<file path="config.mk">
export PLATFORM = sky130hd
export DESIGN_NAME = led_matrix_status_renderer_unit
export DESIGN_NICKNAME = d
export VERILOG_FILES = /design/src/lmsr_pkg.sv /design/src/lmsr_fifo.sv /design/src/lmsr_front.sv /design/src/lmsr_back.sv /design/src/led_matrix_status_renderer_unit.sv
export SDC_FILE = /design/constraint.sdc
export NUM_CORES = 1
export LEC_CHECK = 0
export ABC_AREA = 1
export CAP_MARGIN = 20
export CORE_ASPECT_RATIO = 0.8
export CORE_MARGIN = 1.5
export CORE_UTILIZATION = 56
export CTS_BUF_LIST = sky130_fd_sc_hd__clkbuf_8
export DETAILED_ROUTE_END_ITERATION = 6
export DONT_BUFFER_PORTS = 1
export GPL_TIMING_DRIVEN = 0
export PLACE_DENSITY_LB_ADDON = 0.12
export SLEW_MARGIN = 20
export SYNTH_ARGS = -nofsm -noshare
export SYNTH_HDL_FRONTEND = slang
export SYNTH_SLANG_ARGS = --single-unit
</file>
<file path="constraint.sdc">
create_clock -name clk -period 3 [get_ports clk]
set_clock_uncertainty 0.1 [all_clocks]
set_input_delay 0.6 -clock clk [delete_from_list [all_inputs] [get_ports clk]]
set_output_delay 0.6 -clock clk [all_outputs]
set_load 0.02 [all_outputs]
</file>
<file path="src/lmsr_pkg.sv">
// Shared types, codes and tables for the LED matrix status renderer.
// No dependencies; imported by every module of the block.
package lmsr_pkg;

    // Action codes carried in the input tuser field.
    localparam logic [1:0] ACT_START  = 2'd0;
    localparam logic [1:0] ACT_SET    = 2'd1;
    localparam logic [1:0] ACT_REPORT = 2'd2;

    // Status codes.
    localparam logic [2:0] ST_BOOT  = 3'd0;
    localparam logic [2:0] ST_CALIB = 3'd1;
    localparam logic [2:0] ST_READY = 3'd2;
    localparam logic [2:0] ST_NOSIG = 3'd3;
    localparam logic [2:0] ST_ERROR = 3'd4;

    // Frame geometry.
    localparam int PIX_W = 6;
    localparam logic [PIX_W-1:0] PIX_LAST = 6'd63;
    localparam logic [2:0] EDGE = 3'd7;

    // Default depth of the frame request queue.
    localparam int FIFO_DEPTH_DEF = 2;

    typedef struct packed {
        logic [7:0] red;
        logic [7:0] green;
        logic [7:0] blue;
    } rgb_t;

    // One frame request from the front end to the pixel engine.
    typedef struct packed {
        logic [2:0] status;
        logic       wifi;
        logic       bbox;
        logic [1:0] rotation;
    } frame_desc_t;

    localparam rgb_t WIFI_RGB = '{red: 8'd0,  green: 8'd8, blue: 8'd32};
    localparam rgb_t BBOX_RGB = '{red: 8'd18, green: 8'd0, blue: 8'd28};

    // Glyph color for a status code; codes above error draw as error.
    function automatic rgb_t status_rgb(input logic [2:0] st);
        rgb_t c;
        begin
            unique case (st)
                ST_BOOT:  c = '{red: 8'd0,  green: 8'd28, blue: 8'd32};
                ST_CALIB: c = '{red: 8'd30, green: 8'd18, blue: 8'd0};
                ST_READY: c = '{red: 8'd0,  green: 8'd32, blue: 8'd5};
                ST_NOSIG: c = '{red: 8'd36, green: 8'd0,  blue: 8'd0};
                default:  c = '{red: 8'd36, green: 8'd0,  blue: 8'd18};
            endcase
            return c;
        end
    endfunction

    // Glyph row for a status code; bit x marks logical column x.
    function automatic logic [7:0] glyph_row(input logic [2:0] st, input logic [2:0] y);
        logic [7:0] hg;
        logic [7:0] ck;
        logic [7:0] cr;
        begin
            unique case (y)
                3'd0:    begin hg = 8'h00; ck = 8'h00; cr = 8'h00; end
                3'd1:    begin hg = 8'h3C; ck = 8'h00; cr = 8'h42; end
                3'd2:    begin hg = 8'h24; ck = 8'h40; cr = 8'h24; end
                3'd3:    begin hg = 8'h18; ck = 8'h40; cr = 8'h18; end
                3'd4:    begin hg = 8'h18; ck = 8'h22; cr = 8'h18; end
                3'd5:    begin hg = 8'h24; ck = 8'h14; cr = 8'h24; end
                3'd6:    begin hg = 8'h3C; ck = 8'h08; cr = 8'h42; end
                default: begin hg = 8'h00; ck = 8'h00; cr = 8'h00; end
            endcase
            case (st)
                ST_BOOT, ST_CALIB: return hg;
                ST_READY:          return ck;
                default:           return cr;
            endcase
        end
    endfunction

endpackage

</file>
<file path="src/lmsr_fifo.sv">
// Small register queue of frame requests between front end and pixel engine.
// Depends on lmsr_pkg for the frame request type.
module lmsr_fifo #(
    parameter int DEPTH = lmsr_pkg::FIFO_DEPTH_DEF
) (
    input  logic                  clk,
    input  logic                  rst_n,
    input  logic                  push,
    input  lmsr_pkg::frame_desc_t push_data,
    output logic                  full,
    input  logic                  pop,
    output logic                  not_empty,
    output lmsr_pkg::frame_desc_t head
);
    import lmsr_pkg::*;

    localparam int PW = (DEPTH > 1) ? $clog2(DEPTH) : 1;
    localparam int CW = $clog2(DEPTH + 1);
    localparam logic [PW-1:0] PTR_LAST = PW'(DEPTH - 1);
    localparam logic [CW-1:0] CNT_FULL = CW'(DEPTH);

    frame_desc_t   mem_reg [DEPTH];
    logic [PW-1:0] wr_ptr_reg, wr_ptr_next;
    logic [PW-1:0] rd_ptr_reg, rd_ptr_next;
    logic [CW-1:0] cnt_reg, cnt_next;

    assign full      = (cnt_reg == CNT_FULL);
    assign not_empty = (cnt_reg != '0);
    assign head      = mem_reg[rd_ptr_reg];

    // Pointer and fill count update.
    always_comb
    begin
        wr_ptr_next = wr_ptr_reg;
        rd_ptr_next = rd_ptr_reg;
        cnt_next    = cnt_reg;
        if (push)
        begin
            wr_ptr_next = (wr_ptr_reg == PTR_LAST) ? '0 : wr_ptr_reg + 1'b1;
        end
        if (pop)
        begin
            rd_ptr_next = (rd_ptr_reg == PTR_LAST) ? '0 : rd_ptr_reg + 1'b1;
        end
        if (push && !pop)
        begin
            cnt_next = cnt_reg + 1'b1;
        end
        else if (pop && !push)
        begin
            cnt_next = cnt_reg - 1'b1;
        end
    end

    always_ff @(posedge clk or negedge rst_n)
    begin
        if (!rst_n)
        begin
            wr_ptr_reg <= '0;
            rd_ptr_reg <= '0;
            cnt_reg    <= '0;
        end
        else
        begin
            wr_ptr_reg <= wr_ptr_next;
            rd_ptr_reg <= rd_ptr_next;
            cnt_reg    <= cnt_next;
        end
    end

    // Storage needs no reset.
    always_ff @(posedge clk)
    begin
        if (push)
        begin
            mem_reg[wr_ptr_reg] <= push_data;
        end
    end

    a_no_overflow: assert property (@(posedge clk) disable iff (!rst_n)
        full && !pop |-> !push)
        else $error("frame queue written while full");
    a_no_underflow: assert property (@(posedge clk) disable iff (!rst_n)
        !not_empty |-> !pop)
        else $error("frame queue read while empty");
    a_count_bound: assert property (@(posedge clk) disable iff (!rst_n)
        cnt_reg <= CNT_FULL)
        else $error("frame queue count out of range");

endmodule

</file>
<file path="src/lmsr_front.sv">
// Event front end: holds the status state and rotation register, classifies
// each event transfer and queues a frame request when one must be drawn.
// Depends on lmsr_pkg.
module lmsr_front (
    input  logic                  clk,
    input  logic                  rst_n,
    input  logic                  cfg_we,
    input  logic [1:0]            cfg_wdata,
    input  logic                  ev_valid,
    output logic                  ev_ready,
    input  logic [1:0]            ev_action,
    input  logic [2:0]            ev_new_status,
    input  logic                  ev_receiver_signal,
    input  logic                  ev_wifi_enabled,
    input  logic                  ev_blackbox_ready,
    output logic                  push,
    output lmsr_pkg::frame_desc_t push_data,
    input  logic                  q_full
);
    import lmsr_pkg::*;

    logic [1:0] rotation_reg;
    logic [2:0] status_reg, status_next;
    logic       wifi_reg, wifi_next;
    logic       bbox_reg, bbox_next;
    logic       started_reg, started_next;
    logic       dirty_reg, dirty_next;
    logic       upd;
    logic       render;
    logic       take;
    logic [2:0] cand;

    assign ev_ready = !q_full;
    assign take     = ev_valid && ev_ready;
    assign cand     = ev_receiver_signal ? ST_READY : ST_NOSIG;

    // Event rules: work out the updated state and whether it draws a frame.
    always_comb
    begin
        status_next  = status_reg;
        wifi_next    = wifi_reg;
        bbox_next    = bbox_reg;
        started_next = started_reg;
        dirty_next   = dirty_reg;
        upd          = 1'b0;
        unique case (ev_action)
            ACT_START:
            begin
                started_next = 1'b1;
                status_next  = ST_BOOT;
                dirty_next   = 1'b1;
                upd          = 1'b1;
            end
            ACT_SET:
            begin
                if (ev_new_status <= ST_ERROR &&
                    !(ev_new_status == status_reg && !dirty_reg))
                begin
                    status_next = ev_new_status;
                    dirty_next  = 1'b1;
                    upd         = 1'b1;
                end
            end
            ACT_REPORT:
            begin
                if (status_reg != ST_ERROR &&
                    !(cand == status_reg && ev_wifi_enabled == wifi_reg &&
                      ev_blackbox_ready == bbox_reg))
                begin
                    status_next = cand;
                    wifi_next   = ev_wifi_enabled;
                    bbox_next   = ev_blackbox_ready;
                    dirty_next  = 1'b1;
                    upd         = 1'b1;
                end
            end
            default:
            begin
                upd = 1'b0;
            end
        endcase
        render = upd && started_next;
        if (render)
        begin
            dirty_next = 1'b0;
        end
    end

    assign push = take && render;
    assign push_data = '{status: status_next, wifi: wifi_next, bbox: bbox_next,
                         rotation: rotation_reg};

    always_ff @(posedge clk or negedge rst_n)
    begin
        if (!rst_n)
        begin
            rotation_reg <= '0;
            status_reg   <= ST_BOOT;
            wifi_reg     <= 1'b0;
            bbox_reg     <= 1'b0;
            started_reg  <= 1'b0;
            dirty_reg    <= 1'b0;
        end
        else
        begin
            if (cfg_we)
            begin
                rotation_reg <= cfg_wdata;
            end
            if (take)
            begin
                status_reg  <= status_next;
                wifi_reg    <= wifi_next;
                bbox_reg    <= bbox_next;
                started_reg <= started_next;
                dirty_reg   <= dirty_next;
            end
        end
    end

    a_push_clears_dirty: assert property (@(posedge clk) disable iff (!rst_n)
        push |=> !dirty_reg && started_reg)
        else $error("frame queued but state not left started and clean");
    a_error_sticky: assert property (@(posedge clk) disable iff (!rst_n)
        take && status_reg == ST_ERROR && ev_action == ACT_REPORT |=> status_reg == ST_ERROR)
        else $error("report changed the error status");
    a_status_range: assert property (@(posedge clk) disable iff (!rst_n)
        status_reg <= ST_ERROR)
        else $error("stored status out of range");

endmodule

</file>
<file path="src/lmsr_back.sv">
// Pixel engine: walks the 64 physical pixels of a queued frame request and
// drives the result stream through an output register. Depends on lmsr_pkg.
module lmsr_back (
    input  logic                  clk,
    input  logic                  rst_n,
    input  logic                  q_not_empty,
    input  lmsr_pkg::frame_desc_t q_head,
    output logic                  q_pop,
    output logic                  out_valid,
    input  logic                  out_ready,
    output logic [5:0]            out_pixel_index,
    output lmsr_pkg::rgb_t        out_rgb,
    output logic                  out_last
);
    import lmsr_pkg::*;

    frame_desc_t      desc_reg;
    logic             busy_reg;
    logic [PIX_W-1:0] cnt_reg;
    logic             valid_reg;
    logic [PIX_W-1:0] idx_reg;
    rgb_t             rgb_reg;
    logic             last_reg;
    logic             adv;
    logic [2:0]       px, py, lx, ly;
    logic [7:0]       row;
    rgb_t             pix_rgb;

    assign q_pop = !busy_reg && q_not_empty;
    assign adv   = busy_reg && (!valid_reg || out_ready);
    assign px    = cnt_reg[2:0];
    assign py    = cnt_reg[5:3];

    // Map the physical pixel back to its logical coordinate.
    always_comb
    begin
        unique case (desc_reg.rotation)
            2'd1:    begin lx = py;        ly = EDGE - px; end
            2'd2:    begin lx = EDGE - px; ly = EDGE - py; end
            2'd3:    begin lx = EDGE - py; ly = px;        end
            default: begin lx = px;        ly = py;        end
        endcase
    end

    // Pixel color: corner marks over the glyph, black elsewhere.
    always_comb
    begin
        row = glyph_row(desc_reg.status, ly);
        pix_rgb = '0;
        if (row[lx])
        begin
            pix_rgb = status_rgb(desc_reg.status);
        end
        if (desc_reg.wifi && lx == 3'd0 && ly == EDGE)
        begin
            pix_rgb = WIFI_RGB;
        end
        if (desc_reg.bbox && lx == EDGE && ly == EDGE)
        begin
            pix_rgb = BBOX_RGB;
        end
    end

    // Frame sequencing and output register.
    always_ff @(posedge clk or negedge rst_n)
    begin
        if (!rst_n)
        begin
            busy_reg  <= 1'b0;
            cnt_reg   <= '0;
            valid_reg <= 1'b0;
        end
        else
        begin
            if (q_pop)
            begin
                busy_reg <= 1'b1;
                cnt_reg  <= '0;
            end
            else if (adv)
            begin
                cnt_reg <= cnt_reg + 1'b1;
                if (cnt_reg == PIX_LAST)
                begin
                    busy_reg <= 1'b0;
                end
            end
            if (adv)
            begin
                valid_reg <= 1'b1;
            end
            else if (out_ready)
            begin
                valid_reg <= 1'b0;
            end
        end
    end

    // Payload registers need no reset.
    always_ff @(posedge clk)
    begin
        if (q_pop)
        begin
            desc_reg <= q_head;
        end
        if (adv)
        begin
            idx_reg  <= cnt_reg;
            rgb_reg  <= pix_rgb;
            last_reg <= (cnt_reg == PIX_LAST);
        end
    end

    assign out_valid       = valid_reg;
    assign out_pixel_index = idx_reg;
    assign out_rgb         = rgb_reg;
    assign out_last        = last_reg;

    a_frame_ends: assert property (@(posedge clk) disable iff (!rst_n)
        adv && cnt_reg == PIX_LAST |=> !busy_reg)
        else $error("pixel engine ran past the last pixel");
    a_last_on_63: assert property (@(posedge clk) disable iff (!rst_n)
        valid_reg && last_reg |-> idx_reg == PIX_LAST)
        else $error("end of frame flagged on wrong pixel");
    a_pop_idle: assert property (@(posedge clk) disable iff (!rst_n)
        q_pop |-> !busy_reg && !adv)
        else $error("new frame taken while a frame is in progress");

endmodule

</file>
<file path="src/led_matrix_status_renderer_unit.sv">
// Top level of the LED matrix status renderer.
// Depends on lmsr_pkg, lmsr_front, lmsr_fifo and lmsr_back.
//
// Events enter on the s_axis stream; each one that updates the state while the
// display is started produces a full 8x8 frame on m_axis: 64 transfers in
// physical pixel order, one per cycle while m_axis_tready is high, tlast on
// pixel 63. The pixel engine takes the next frame request only after the last
// pixel of the current frame has entered its output register; an event that
// draws nothing queues no request. The front end takes events as long as the
// frame request queue (FIFO_DEPTH entries) has room, so events keep flowing
// while a frame is still being streamed out. A rotation write applies to frames
// requested afterwards and must be made while the block is idle.
module led_matrix_status_renderer_unit #(
    parameter int FIFO_DEPTH = lmsr_pkg::FIFO_DEPTH_DEF
) (
    input  logic        clk,
    input  logic        rst_n,
    // Rotation register write.
    input  logic        cfg_we,
    input  logic [1:0]  cfg_wdata,
    // Event stream.
    input  logic        s_axis_tvalid,
    output logic        s_axis_tready,
    // [2:0] new_status, [3] receiver_signal, [4] wifi_enabled,
    // [5] blackbox_ready, [7:6] zero
    input  logic [7:0]  s_axis_tdata,
    // [1:0] action
    input  logic [1:0]  s_axis_tuser,
    // Pixel stream.
    output logic        m_axis_tvalid,
    input  logic        m_axis_tready,
    // [5:0] pixel_index, [13:6] red, [21:14] green, [29:22] blue, [31:30] zero
    output logic [31:0] m_axis_tdata,
    output logic        m_axis_tlast
);
    import lmsr_pkg::*;

    logic        push;
    frame_desc_t push_data;
    logic        q_full;
    logic        q_pop;
    logic        q_not_empty;
    frame_desc_t q_head;
    logic [5:0]  pixel_index;
    rgb_t        pix_rgb;

    lmsr_front u_front (
        .clk                (clk),
        .rst_n              (rst_n),
        .cfg_we             (cfg_we),
        .cfg_wdata          (cfg_wdata),
        .ev_valid           (s_axis_tvalid),
        .ev_ready           (s_axis_tready),
        .ev_action          (s_axis_tuser),
        .ev_new_status      (s_axis_tdata[2:0]),
        .ev_receiver_signal (s_axis_tdata[3]),
        .ev_wifi_enabled    (s_axis_tdata[4]),
        .ev_blackbox_ready  (s_axis_tdata[5]),
        .push               (push),
        .push_data          (push_data),
        .q_full             (q_full)
    );

    lmsr_fifo #(
        .DEPTH (FIFO_DEPTH)
    ) u_fifo (
        .clk       (clk),
        .rst_n     (rst_n),
        .push      (push),
        .push_data (push_data),
        .full      (q_full),
        .pop       (q_pop),
        .not_empty (q_not_empty),
        .head      (q_head)
    );

    lmsr_back u_back (
        .clk             (clk),
        .rst_n           (rst_n),
        .q_not_empty     (q_not_empty),
        .q_head          (q_head),
        .q_pop           (q_pop),
        .out_valid       (m_axis_tvalid),
        .out_ready       (m_axis_tready),
        .out_pixel_index (pixel_index),
        .out_rgb         (pix_rgb),
        .out_last        (m_axis_tlast)
    );

    // Pack the pixel fields, lowest field first.
    assign m_axis_tdata = {2'b00, pix_rgb.blue, pix_rgb.green, pix_rgb.red, pixel_index};

endmodule
</file>
## Yosys cells after proc, flatten, opt, wreduce, memory -nomap -nowiden

Memories as Yosys holds them, arrays and structs flattened. A register that Yosys moved wholly into a read port is not among the register bits.
Index checks and enable logic that the tools add are counted.

- Input port bits: 17
- RAM bits: 14
- Latch bits: 0
- Output and inout port bits: 35
- Memories: 1
- ROM bits: 0
- Register bits: 50

Memory list:

| memory | depth | width | rd ports | clocked after memory_dff | write ports | RTL line | RTL |
|---|---|---|---|---|---|---|---|
| u_fifo.mem_reg | 2 | 7 | 1 | 1 | 1 | lmsr_fifo.sv:22 | `frame_desc_t mem_reg [DEPTH];` |

- Bitwise logic cells: 1
- Reduce and logical (&&, ||, !) cells: 42
- Add/subtract/negate cells: 7
- Magnitude comparators: 2
- Multiplexer cells: 40
- Equal/unequal tests: 25
- Div/mod/pow operators: 0
- $mul: 0
- Shift operators: 0

Operators with widths:

| cell | number |
|---|---|
| $pmux W22 S4 | 1 |
| $mux W21 | 2 |
| $pmux W7 S4 | 1 |
| $pmux W3 S3 | 3 |
| $mux W1 | 21 |
| $pmux W7 S3 | 1 |
| $pmux W6 S3 | 1 |
| $logic_and A1 B1 Y1 | 16 |
| $eq A3 B3 Y1 const B | 5 |
| $pmux W7 S2 | 1 |
| $eq A3 B2 Y1 const B | 4 |
| $mux W6 | 2 |
| $reduce_bool A2 Y1 | 5 |
| $reduce_or A2 Y1 | 5 |
| $eq A2 B2 Y1 const B | 4 |
| $logic_not A1 Y1 | 8 |
| $add A6 B1 Y6 const B | 1 |
| $eq A3 B1 Y1 const B | 2 |
| $eq A3 B3 Y1 | 2 |
| $eq A6 B6 Y1 const B | 1 |
| $logic_not A3 Y1 | 2 |
| $mux W3 | 2 |
| $ne A3 B1 Y1 const B | 2 |
| $pmux W1 S3 | 2 |
| other kinds (18) | 23 |

## Depth between registers and ports, before layout

Gate-level depths: netlist of run 1.

- Word-level depth: 14
- Mapped depth: 16
- Depth with buffers taken out: 15

## Hierarchy

Synthesis of run 1 repeated with hierarchy kept, for this count alone.

- Cells, all modules: 380
- Area, all modules: 3394.5 µm²

By module, submodules not included:

| module | cells each | area each (µm²) | sequential area each (µm²) | times used |
|---|---|---|---|---|
| lmsr_back | 211 | 1935.6 | 980.9 | 1 |
| lmsr_fifo | 47 | 743.2 | 520.5 | 1 |
| lmsr_front | 119 | 696.9 | 225.2 | 1 |
| led_matrix_status_renderer_unit | 3 | 18.8 | 0.0 | 1 |

## Least setup slack after synthesis of run 1

OpenSTA, ideal clock, no wires.

- Kind: register to register
- Start: register, netlist name u_back.desc_reg[0]
- End: register u_back.rgb_reg, in the netlist u_back.out_rgb[17] (data pin)
- Cell stages (with the launch flop): 16
- Data arrival time: 1.873 ns
- Path buffers: 1
- Setup slack: 0.771 ns
- Cells stage by stage: edfxtp_1 > buf_6 > o21ai_0 > xor2_1 > inv_1 > ha_1 > inv_1 > a21oi_1 > nand2_1 > nand2_1 > nand3_1 > nand2_1 > nand2_2 > nand2_4 > nand4_1 > nand2_1

- Longest elaborated chain between the ends: 10

RTL lines:

| item | RTL line | RTL |
|---|---|---|
| $eq A2 B2 Y1 / $eq A2 B1 Y1 (equally long branches) | lmsr_back.sv:37 | `unique case (desc_reg.rotation)` |
| $pmux W3 S3 | lmsr_back.sv:37 |  |
| $eq A3 B2 Y1 (tied with other cells) | lmsr_pkg.sv:63 | `unique case (y)` |
| $reduce_or A2 Y1 (no source line) | n/a |  |
| $pmux W7 S4 (tied with other cells) | lmsr_pkg.sv:63 |  |
| $pmux W7 S2 | lmsr_pkg.sv:73 | `case (st)` |
| $bmux W1 S3 | lmsr_back.sv:50 | `if (row[lx])` |
| $mux W1 (implied by the code) | lmsr_back.sv:50 |  |
| $mux W21 | lmsr_back.sv:50 |  |
| $mux W21 | lmsr_back.sv:54 | `if (desc_reg.wifi && lx == 3'd0 && ly == EDGE)` |
| to (signal assigned) | lmsr_back.sv:109 | `rgb_reg <= pix_rgb;` |
| to (decl) | lmsr_back.sv:22 | `rgb_t rgb_reg;` |

Parallel ways exist; a longest one is shown, timed or not. The select of a mux whose other input is x is not followed.
A chain may end at the register's enable or synchronous reset.

## Final worst setup path of run 1

- Start: register, netlist name u_back.desc_reg[0]
- End: register u_back.rgb_reg, in the netlist u_back.out_rgb[4] (data pin)

- Longest elaborated chain between the ends: 10

RTL lines:

| item | RTL line |
|---|---|
| $eq A2 B2 Y1 / $eq A2 B1 Y1 (equally long branches) | lmsr_back.sv:37 |
| $pmux W3 S3 | lmsr_back.sv:37 |
| $eq A3 B2 Y1 (tied with other cells) | lmsr_pkg.sv:63 |
| $reduce_or A2 Y1 (no source line) | n/a |
| $pmux W7 S4 (tied with other cells) | lmsr_pkg.sv:63 |
| $pmux W7 S2 | lmsr_pkg.sv:73 |
| $bmux W1 S3 | lmsr_back.sv:50 |
| $mux W1 (implied by the code) | lmsr_back.sv:50 |
| $mux W21 | lmsr_back.sv:50 |
| $mux W21 | lmsr_back.sv:54 |

Parallel ways exist; a longest one is shown, timed or not. The select of a mux whose other input is x is not followed.

==> results.cfg, run 1 <==
[layout]
largest_reg_flops = 14
fin_nets = 394
layout_commonest_cell = nand2_1
layout-drive-gt1-share = 0.1543
antenna_cells = 0
area_delta_synth_final_pct = 10.50
final_cell_mix = nand2_1, inv_1, edfxtp_1
final_area_um2 = 3543

[logic_synthesis]
synth_seq_area_share = 0.5384
synth_area_per_cell_um2 = 9.162
yosys.area_share.simple = 0.2493
synth_compound_area_frac = 0.05228
synth_fa_ha_area_frac = 0.02341
synth_top_family_by_area = simple AND/OR/NAND/NOR gates
syn_area_um2 = 3207
ys_top_cells_by_area = edfxtp_1, dfrtp_1, nand2_1
yosysTopAreaCellShare = 0.3746
synthCells = 350
synth_top_cell_by_area = edfxtp_1
ys_warn_count = 0
ys_ff_latch = 61
muxShareOfSynthArea = 0.01014
synth.distinct_cells = 34
synth_xor_area_frac = 0.02458

[timing]
hold_violations = 0
fmax_ghz = 0.4035
rsz0062_at_grt = no
slew_headroom = 0.4778
fin_crit_ns = 2.478
tightest_slew_ns = 0.7824
hold_slack_ns = 0.1300
fin_ws_ns = 0.5219
fin_crit_sh = 0.8260
maxSlewViolCount = 0
tns_ns = 0
finalSetupViolCount = 0

[global_route]
grt_use_met3 = 0.07351
grt_pass1_vias = 2026
grt_use_met1 = 0.2679
grt-ovfl-total = 0
grt_use_total = 0.1976
grt_max_degree = 23
antenna_found_initial = 0
grt_pass1_wl_um = 9156
use_met2 = 0.2923
globalRoute.busiestLayer = met2

[die]
start_util = 0.5836
fp.dieW_um = 87.61
die_h_um = 70.69
core-area_um2 = 5495
rows = 24
die-area_um2 = 6192
ioPinCount = 52

[placement]
gp_congestion = 0.9100
portBuffers = 0
post-place-ws_ns = 0.4479
dp.final_hpwl_um = 3966
dpl_cell_area_um2 = 3338

[clock_network]
insertion_delay_ns = 0.33
clk_path_buf_depth = 2
cts-root-buf = clkbuf_8
clock-sinks = 61
cts_max_level = 3
clk_pin_slew_worst_paths_ns = 0.07
cts-resized-gates = 0
cts_tree = built
numCtsBuffers = 9

[route]
wl_per_cell_um = 11.98
vias_per_cell = 4.996
post-route-drc-count = 0
num_vias = 2268
first_iter_violations = 145
drtAntennaViolNets = 0
drt_wl_total_um = 5440
drt_pre_antenna_iters = 5

[power]
power.leakage_nw = 1.696
ir_worst_vdd_v = 0.0005108
power_density_nw_per_um2 = 777.9

[critical_path]
end_kind = flop
crit_required_ns = 2.98
arrival_ns = 2.46
r2r_cells = 15
critical_path_class = flop to flop
cp_max_fo = 10
start_kind = flop

[flow_run]
maxCapViolations = 0

[hold_path]
min_path_type = input port to asynchronous set/reset pin

[run_status]
run_status = complete, no violations
==> power by group <==
part           switching [W]  internal, W
clock               0.000291     0.000417
combinational       0.000490     0.000252
sequential          0.000186      0.00112
total               0.000967      0.00179
==> path summary, 6_finish.rpt <==
kind	start	endpoint	slack, ns
max in group asynchronous	rst_n	u_front.rotation_reg[0]$_DFFE_PN0P_	2.33
setup reg to reg	u_back.desc_reg[0]$_DFFE_PP_	u_back.out_rgb[4]$_SDFFCE_PP1P_	0.52
min in group clk	cfg_wdata[1]	u_front.rotation_reg[1]$_DFFE_PN0P_	0.32
setup / recovery	u_back.desc_reg[0]$_DFFE_PP_	u_back.out_rgb[4]$_SDFFCE_PP1P_	0.52
hold / removal	rst_n	u_front.dirty_reg$_DFFE_PN0P_	0.13
hold reg to reg	u_front.started_reg$_DFFE_PN0P_	u_front.started_reg$_DFFE_PN0P_	0.37
==> worst max-delay path: stages, from the launching register on <==
cell      delay (ns)
edfxtp_1        0.40
buf_6           0.16
o21ai_0         0.22
xor2_1          0.26
inv_1           0.10
ha_1            0.24
inv_1           0.09
a21oi_1         0.06
nand2_1         0.06
nand2_1         0.06
nand3_1         0.08
nand2_1         0.06
nand2_2         0.08
nand2_4         0.07
nand4_1         0.12
nand2_1         0.06
==> stage by stage <==
stage | std cells | total power (W) | util
after floorplan | 359 | 0.001890 | -
after global placement | 437 | 0.002029 | 0.6075
after detailed placement | 437 | 0.002053 | 0.6075
after CTS | 454 | 0.002774 | 0.6450
after global routing | 454 | 0.002952 | 0.6448
final | 454 | 0.002756 | 0.6448
==> cells in the mapped netlist <==
library cell / count
buf_6: 1
inv_1: 45
inv_2: 6
edfxtp_1: 40
o21ai_0: 14
dfrtp_1: 21
nor2_1: 26
o22ai_1: 2
a32oi_1: 1
nand2_4: 3
clkbuf_1: 2
mux2_2: 2
xor2_1: 6
conb_1: 1
buf_4: 15
nand4_1: 11
nor4_1: 1
nand3_2: 2
nor2_2: 1
ha_1: 6
nand3_4: 2
o21ai_2: 1
mux2i_1: 1
nand2_2: 10
and3_2: 1
a22o_1: 1
nor3_1: 7
a31oi_1: 1
or2_1: 1
a21oi_1: 9
nand2_1: 88
nand3_1: 18
xnor2_1: 3
o211ai_1: 1
==> layout make-up <==
| class | instances | area (um^2) |
|---|---|---|
| Fill cell | 454 | 1952 |
| Sequential cell | 61 | 1727 |
| Multi-Input combinational cell | 229 | 1195 |
| Inverter | 51 | 191.4 |
| Clock buffer | 11 | 151.4 |
| Buffer | 18 | 131.4 |
| Tap cell | 78 | 97.59 |
| Clock inverter | 5 | 45.04 |
| Timing Repair Buffer | 1 | 5.005 |
==> cells by family (layout without fill, tap and decap cells) <==
| family | after synthesis | after routing |
|---|---|---|
| AO/OA/AOI/OAI | 30 | 30 |
| XOR/XNOR | 9 | 9 |
| adder cells (fa/ha/maj) | 6 | 6 |
| buffers and inverters | 69 | 86 |
| flip-flops | 61 | 61 |
| multiplexers | 3 | 3 |
| other | 1 | 10 |
| AND/OR/NAND/NOR | 171 | 171 |
==> layer usage <==
| metal | vias up | part of all wire |
|---|---|---|
| li1 | 1159 | - |
| met4 | 0 | 0.011 |
| met1 | 1038 | 0.48 |
| met2 | 65 | 0.46 |
| met5 | - | 0 |
| met3 | 6 | 0.055 |
==> timing repair <==
item	in CTS	in global routing
endpoints found under the hold margin	21	0
setup buffers	0	0
hold buffers	1	0
No activity file was read; power rests on OpenSTA's default activity.
==> inputs of run 2 (changes only) <==
- ABC_AREA: 1 -> 0
- clock period: 3 -> 2.2 ns (I/O delays scaled with it)
==> run 2 against run 1 <==
Against the previous run: the flow now finishes with violations (negative setup slack); routed wire length grew 1.9%; clock power grew 25%; count of clock-buffer cells in the layout grew 1; flip-flop and latch count is the same; first-iteration DRC count shrank 36%; utilization grew 5.0 points; critical path depth shrank 3; combinational power grew 72%; critical endpoint is now u_back.out_rgb[17]$_SDFFCE_PP1P_; largest cell class unchanged; highest routed layer unchanged.
==> results.cfg, run 2 <==
[run_status]
run_status = complete, but fails checks
violations = negative setup slack

[logic_synthesis]
synth_area_per_cell_um2 = 12.18
synth.distinct_cells = 57
synth_top_cell_by_area = edfxtp_1
ys_ff_latch = 61
synth_top_family_by_area = simple AND/OR/NAND/NOR gates
synth_xor_area_frac = 0.05746
syn_area_um2 = 3179
muxShareOfSynthArea = 0.07320
yosysTopAreaCellShare = 0.3778
synth_ff_type = edfxtp_1
synth_compound_area_frac = 0.1153
synth_seq_area_share = 0.5431
yosys.area_share.simple = 0.1267
synthCells = 261
synth_commonest_cells = edfxtp_1, dfrtp_1, nor2_1
synth_edf_count = 40
synth_fa_ha_area_frac = 0.02361
synthMostInstantiatedCell = edfxtp_1
ys_warn_count = 0
synthArstFlopShare = 0.3443
ys_top_cells_by_area = edfxtp_1, dfrtp_1, mux2_2

[layout]
regArea_um2 = 1729
layout_commonest_cell = edfxtp_1
multi_input_area_um2 = 1474
area_delta_synth_final_pct = 19.48
largest_reg_flops = 14
final_cell_mix = edfxtp_1, buf_4, dfrtp_1
fillers = 401
layout-drive-gt1-share = 0.3510
final_area_um2 = 3799
antenna_cells = 0
final_util = 0.6951
fin_nets = 320

[critical_path]
critical_path_class = flop to flop
start_kind = flop
end_kind = flop
slowest_delay_ns = 0.37
arrival_ns = 2.93
cp_cell_sequence = buf_6 > mux2_4 > xor2_4 > inv_2 > ha_4 > nand2_2 > a211oi_2 > nor3_2 > o31ai_2 > o32ai_4 > a31o_4 > o31ai_4
crit_required_ns = 2.27
cp_max_fo = 8
slowest_stage = edfxtp_1

[timing]
hold_violations = 0
fin_ws_ns = -0.6616
tightest_slew_ns = 0.6447
slew_headroom = 0.5697
maxSlewViolCount = 0
hold_slack_ns = 0.1494
rsz0062_at_grt = yes
fin_crit_sh = 1.301
fmax_ghz = 0.3495
fin_crit_ns = 2.862
tns_ns = -6.739
finalSetupViolCount = 11

[global_route]
antenna_found_initial = 0
grt_pass1_wl_um = 9183
grt_max_degree = 25
grt_pass1_vias = 1993
grt-ovfl-total = 0
grt_use_total = 0.1974

[flow_run]
maxCapViolations = 0

[clock_network]
clk_pin_slew_worst_paths_ns = 0.06
cts_max_level = 3
cts-root-buf = clkbuf_8
numCtsBuffers = 9
insertion_delay_ns = 0.34
clock-sinks = 61
clk_path_buf_depth = 2
cts_tree = built

[power]
power.leakage_nw = 1.487
combPwrFrac = 0.322
pwr-share-seq = 0.455
pwr-share-clk = 0.223
p_int_w = 0.002616
sw_frac_of_total = 0.3428
p_sw_w = 0.001365
power_density_nw_per_um2 = 1048
ir_worst_vdd_v = 0.0006117

[route]
wl_per_cell_um = 14.58
vias_per_cell = 5.395
num_vias = 2050
post-route-drc-count = 0
drt_wl_total_um = 5541
drt_pre_antenna_iters = 4
drtAntennaViolNets = 0
first_iter_violations = 93

[die]
die_h_um = 70.40
rows = 24
start_util = 0.5817
core-area_um2 = 5465
fp.dieW_um = 87.24
die-area_um2 = 6141
ioPinCount = 52

[hold_path]
min_path_type = input port to flop

[placement]
dp.final_hpwl_um = 3726
gp_congestion = 0.8524
dpl_cell_area_um2 = 3347
portBuffers = 0
-- run 2: final timing paths --
| path | startpoint | to | slack (ns) | cells past startpoint |
|---|---|---|---|---|
| worst min register to register | u_front.rotation_reg[1]$_DFFE_PN0P_ | u_fifo.mem_reg[1][1]$_DFFE_PP_ | 0.39 | 0 |
| worst max-delay path | u_back.desc_reg[0]$_DFFE_PP_ | u_back.out_rgb[17]$_SDFFCE_PP1P_ | -0.66 | 12 |
| worst min-delay path | s_axis_tvalid | u_front.started_reg$_DFFE_PN0P_ | 0.15 | 1 |
| worst max register to register | u_back.desc_reg[0]$_DFFE_PP_ | u_back.out_rgb[17]$_SDFFCE_PP1P_ | -0.66 | 12 |
| max in group asynchronous | rst_n | u_back.cnt_reg[3]$_DFFE_PN0P_ | 1.17 | 2 |
| min in group asynchronous | rst_n | u_front.started_reg$_DFFE_PN0P_ | 0.48 | 2 |
-- run 2: critical path, delay by kind of cell (launching register included) --
kind | cells | cell delay, ns
flip-flops | 1 | 0.37
XOR/XNOR | 1 | 0.17
AO/OA/AOI/OAI | 5 | 1.19
multiplexers | 1 | 0.32
AND/OR/NAND/NOR | 2 | 0.14
buffers and inverters | 2 | 0.23
adder cells (fa/ha/maj) | 1 | 0.16
-- run 2: what timing repair did --
item,CTS,global route
buffers inserted,10,4
hold endpoints to repair,21,15
resized for setup,19,12
setup endpoints to repair,28,30
hold buffers,1,1
pin swaps,12,17
-- run 2: power by group through the flow --
stage	sequential (W)	clock, W	combinational, W
floorplan	0.00177	0	0.000877
global placement	0.00182	0	0.00101
detailed placement	0.00183	0	0.00103
CTS	0.00181	0.000907	0.00121
global route	0.00185	0.000945	0.00141
finish	0.00181	0.000886	0.00128
-- run 2: layer usage --
metal | vias up | global-route usage | routed length (um)
li1 | 996 | - | -
met1 | 999 | 0.2626 | 2590
met2 | 46 | 0.2974 | 2598
met3 | 9 | 0.08392 | 292
met4 | 0 | 0.05291 | 59
met5 | - | 0 | 0
-- run 2: stage by stage --
stage	setup WS [ns]	total power [W]	cells
after floorplan	-0.5454	0.002646	270
after global placement	-0.7136	0.002833	348
after detailed placement	-0.7995	0.002856	348
after CTS	-0.6597	0.003928	375
after global routing	-0.7835	0.004202	380
final	-0.6616	0.003981	380
-- run 2: area by class of cell --
type                    count  share of cell area
flip-flops and latches     61              0.4552
multi-input cells         178              0.3880
clock buffers              12             0.04348
plain buffers              20             0.03887
repair buffers             16             0.03261
well taps                  78             0.02569
inverters                  11             0.01186
clock inverters             4            0.004282
-- run 2: cells by family after synthesis --
kind of cell | after synthesis
buffers and inverters | 31
XOR/XNOR | 20
adder cells (fa/ha/maj) | 6
AND/OR/NAND/NOR | 78
other | 1
multiplexers | 21
AO/OA/AOI/OAI | 43
flip-flops | 61
==> inputs of run 3 (changes only) <==
- PLACE_DENSITY_LB_ADDON: 0.12 -> 0.15
==> run 3 against run 2 <==
Against the previous run: the run still ends with negative setup slack left; sequential power about the same; critical path depth down 2; utilization up 2.9 points; count of clock-buffer cells in the layout down 1; flip-flop and latch count unchanged; critical path type unchanged.
==> results.cfg, run 3 (synthesis gave the netlist of run 2 again) <==
[timing]
fmax_ghz = 0.3520
fin_ws_ns = -0.6405
maxSlewViolCount = 0
finalSetupViolCount = 24
rsz0062_at_grt = yes
slew_headroom = 0.5773
hold_violations = 0
tightest_slew_ns = 0.6333
hold_slack_ns = 0.1506
fin_crit_sh = 1.291
fin_crit_ns = 2.841

[clock_network]
clock-sinks = 61
clk_path_buf_depth = 2
cts_max_level = 3
numCtsBuffers = 9
cts_tree = built
clk_pin_slew_worst_paths_ns = 0.07
insertion_delay_ns = 0.33
cts-root-buf = clkbuf_8

[placement]
dp.final_hpwl_um = 3747
dpl_cell_area_um2 = 3347
dp_cells = 348
gp_congestion = 0.8362
post-place-ws_ns = -0.7955
portBuffers = 0

[route]
drt_pre_antenna_iters = 4
drt_wl_total_um = 6190
vias_per_cell = 5.453
num_vias = 2105
drtAntennaViolNets = 0
first_iter_violations = 136
post-route-drc-count = 0
wl_per_cell_um = 16.04

[layout]
area_delta_synth_final_pct = 24.48
layout-drive-gt1-share = 0.3961
final_cell_count_no_fill = 386
fin_nets = 326
largest_reg_flops = 14
layout_commonest_cell = edfxtp_1
final_area_um2 = 3958
antenna_cells = 0
final_cell_mix = edfxtp_1, buf_4, dfrtp_1

[die]
core-area_um2 = 5465
start_util = 0.5817
rows = 24
fp.dieW_um = 87.24
ioPinCount = 52
die-area_um2 = 6141
die_h_um = 70.40

[critical_path]
slowest_delay_ns = 0.38
critical_path_class = flop to flop
end_kind = flop
slowest_stage = edfxtp_1
crit_required_ns = 2.17
cp_cell_sequence = buf_6 > mux2_4 > xor2_4 > ha_4 > and2_4 > o311a_4 > o31a_1 > o32ai_4 > a31o_4 > o31ai_4
cp_max_fo = 8
arrival_ns = 2.81
start_kind = flop

[global_route]
grt-ovfl-total = 0
grt_use_met1 = 0.2910
grt_max_degree = 25
grt_pass1_vias = 1982
grt_pass1_wl_um = 9639
use_met2 = 0.3111
globalRoute.busiestLayer = met2
grt_use_total = 0.2116
antenna_found_initial = 0
grt_use_met3 = 0.06265

[power]
power_density_nw_per_um2 = 1097
power.leakage_nw = 1.550
power_w = 0.004341
ir_worst_vdd_v = 0.0006788

[hold_path]
min_path_type = input port to flop

[run_status]
run_status = complete, but fails checks
violations = negative setup slack

[flow_run]
maxCapViolations = 0
run 3: changes by cell type in the layout (fill, tap and decap cells not counted), moves of 2 or more:
cell and delta:
nor3_1 -3, inv_1 -2, bufinv_16 +2, buf_4 +3
buf_6 +2, nor3_2 +2
run 3: timing repair:
item	4_1_cts	5_1_grt
pin swaps	13	17
gates resized for setup	20	24
hold buffers	1	1
buffers inserted	12	8
hold endpoints to repair	21	17
setup endpoints to repair	29	35
run 3: area by class of cell:
cell class                      instances  area (um^2)
Fill cell                             391         1508
Timing Repair Buffer                   22        188.9
Tap cell                               78        97.59
Multi-Input combinational cell        178         1523
Clock buffer                           11        151.4
Buffer                                 20        147.6
Sequential cell                        61         1730
Inverter                               11        45.04
Clock inverter                          5        73.82
run 3: final timing paths:
check | depth (start not counted) | slack (ns) | endpoint | from
setup / recovery | 10 | -0.64 | u_back.out_rgb[5]$_SDFFCE_PP0P_ | u_back.desc_reg[0]$_DFFE_PP_
hold / removal | 1 | 0.15 | u_front.rotation_reg[0]$_DFFE_PN0P_ | cfg_wdata[0]
setup reg to reg | 10 | -0.64 | u_back.out_rgb[5]$_SDFFCE_PP0P_ | u_back.desc_reg[0]$_DFFE_PP_
hold reg to reg | 0 | 0.39 | u_fifo.mem_reg[0][1]$_DFFE_PP_ | u_front.rotation_reg[1]$_DFFE_PN0P_
max in group asynchronous | 2 | 1.11 | u_back.cnt_reg[3]$_DFFE_PN0P_ | rst_n
min in group asynchronous | 2 | 0.52 | u_front.rotation_reg[0]$_DFFE_PN0P_ | rst_n
run 3: per-stage QoR:
| step | setup TNS, ns | util |
|---|---|---|
| 2_1_floorplan | -5.451 | - |
| 6_report | -7.266 | 0.7241 |
| 5_1_grt | -10.55 | 0.7241 |
| 4_1_cts | -6.546 | 0.6893 |
| 3_5_place_dp | -14.14 | 0.6124 |
| 3_3_place_gp | -12.20 | 0.6124 |
run 3: where the power goes:
| part | switching [W] | total [W] | internal (W) |
|---|---|---|---|
| sequential | 0.000305 | 0.00183 | 0.00152 |
| combinational | 0.000734 | 0.00141 | 0.000677 |
| clock | 0.000410 | 0.00110 | 0.000691 |
| total | 0.00145 | 0.00434 | 0.00289 |
run 3: layer usage:
metal  routed length (um)  share of wire  vias up
met1                 2744           0.44     1025
met2                 3028           0.49       62
met4                   87          0.014        0
met3                  329          0.053        8
met5                    0              0        -
li1                     -              -     1010
run 3: worst max-delay path: cells and delay by family (launching register included):
kind            cells  cell delay [ns]
flops               1             0.38
mux                 1             0.32
fa+ha+maj           1             0.19
xor+xnor            1             0.17
buf+inv             1             0.15
simple gates        1             0.16
compound gates      5             1.09
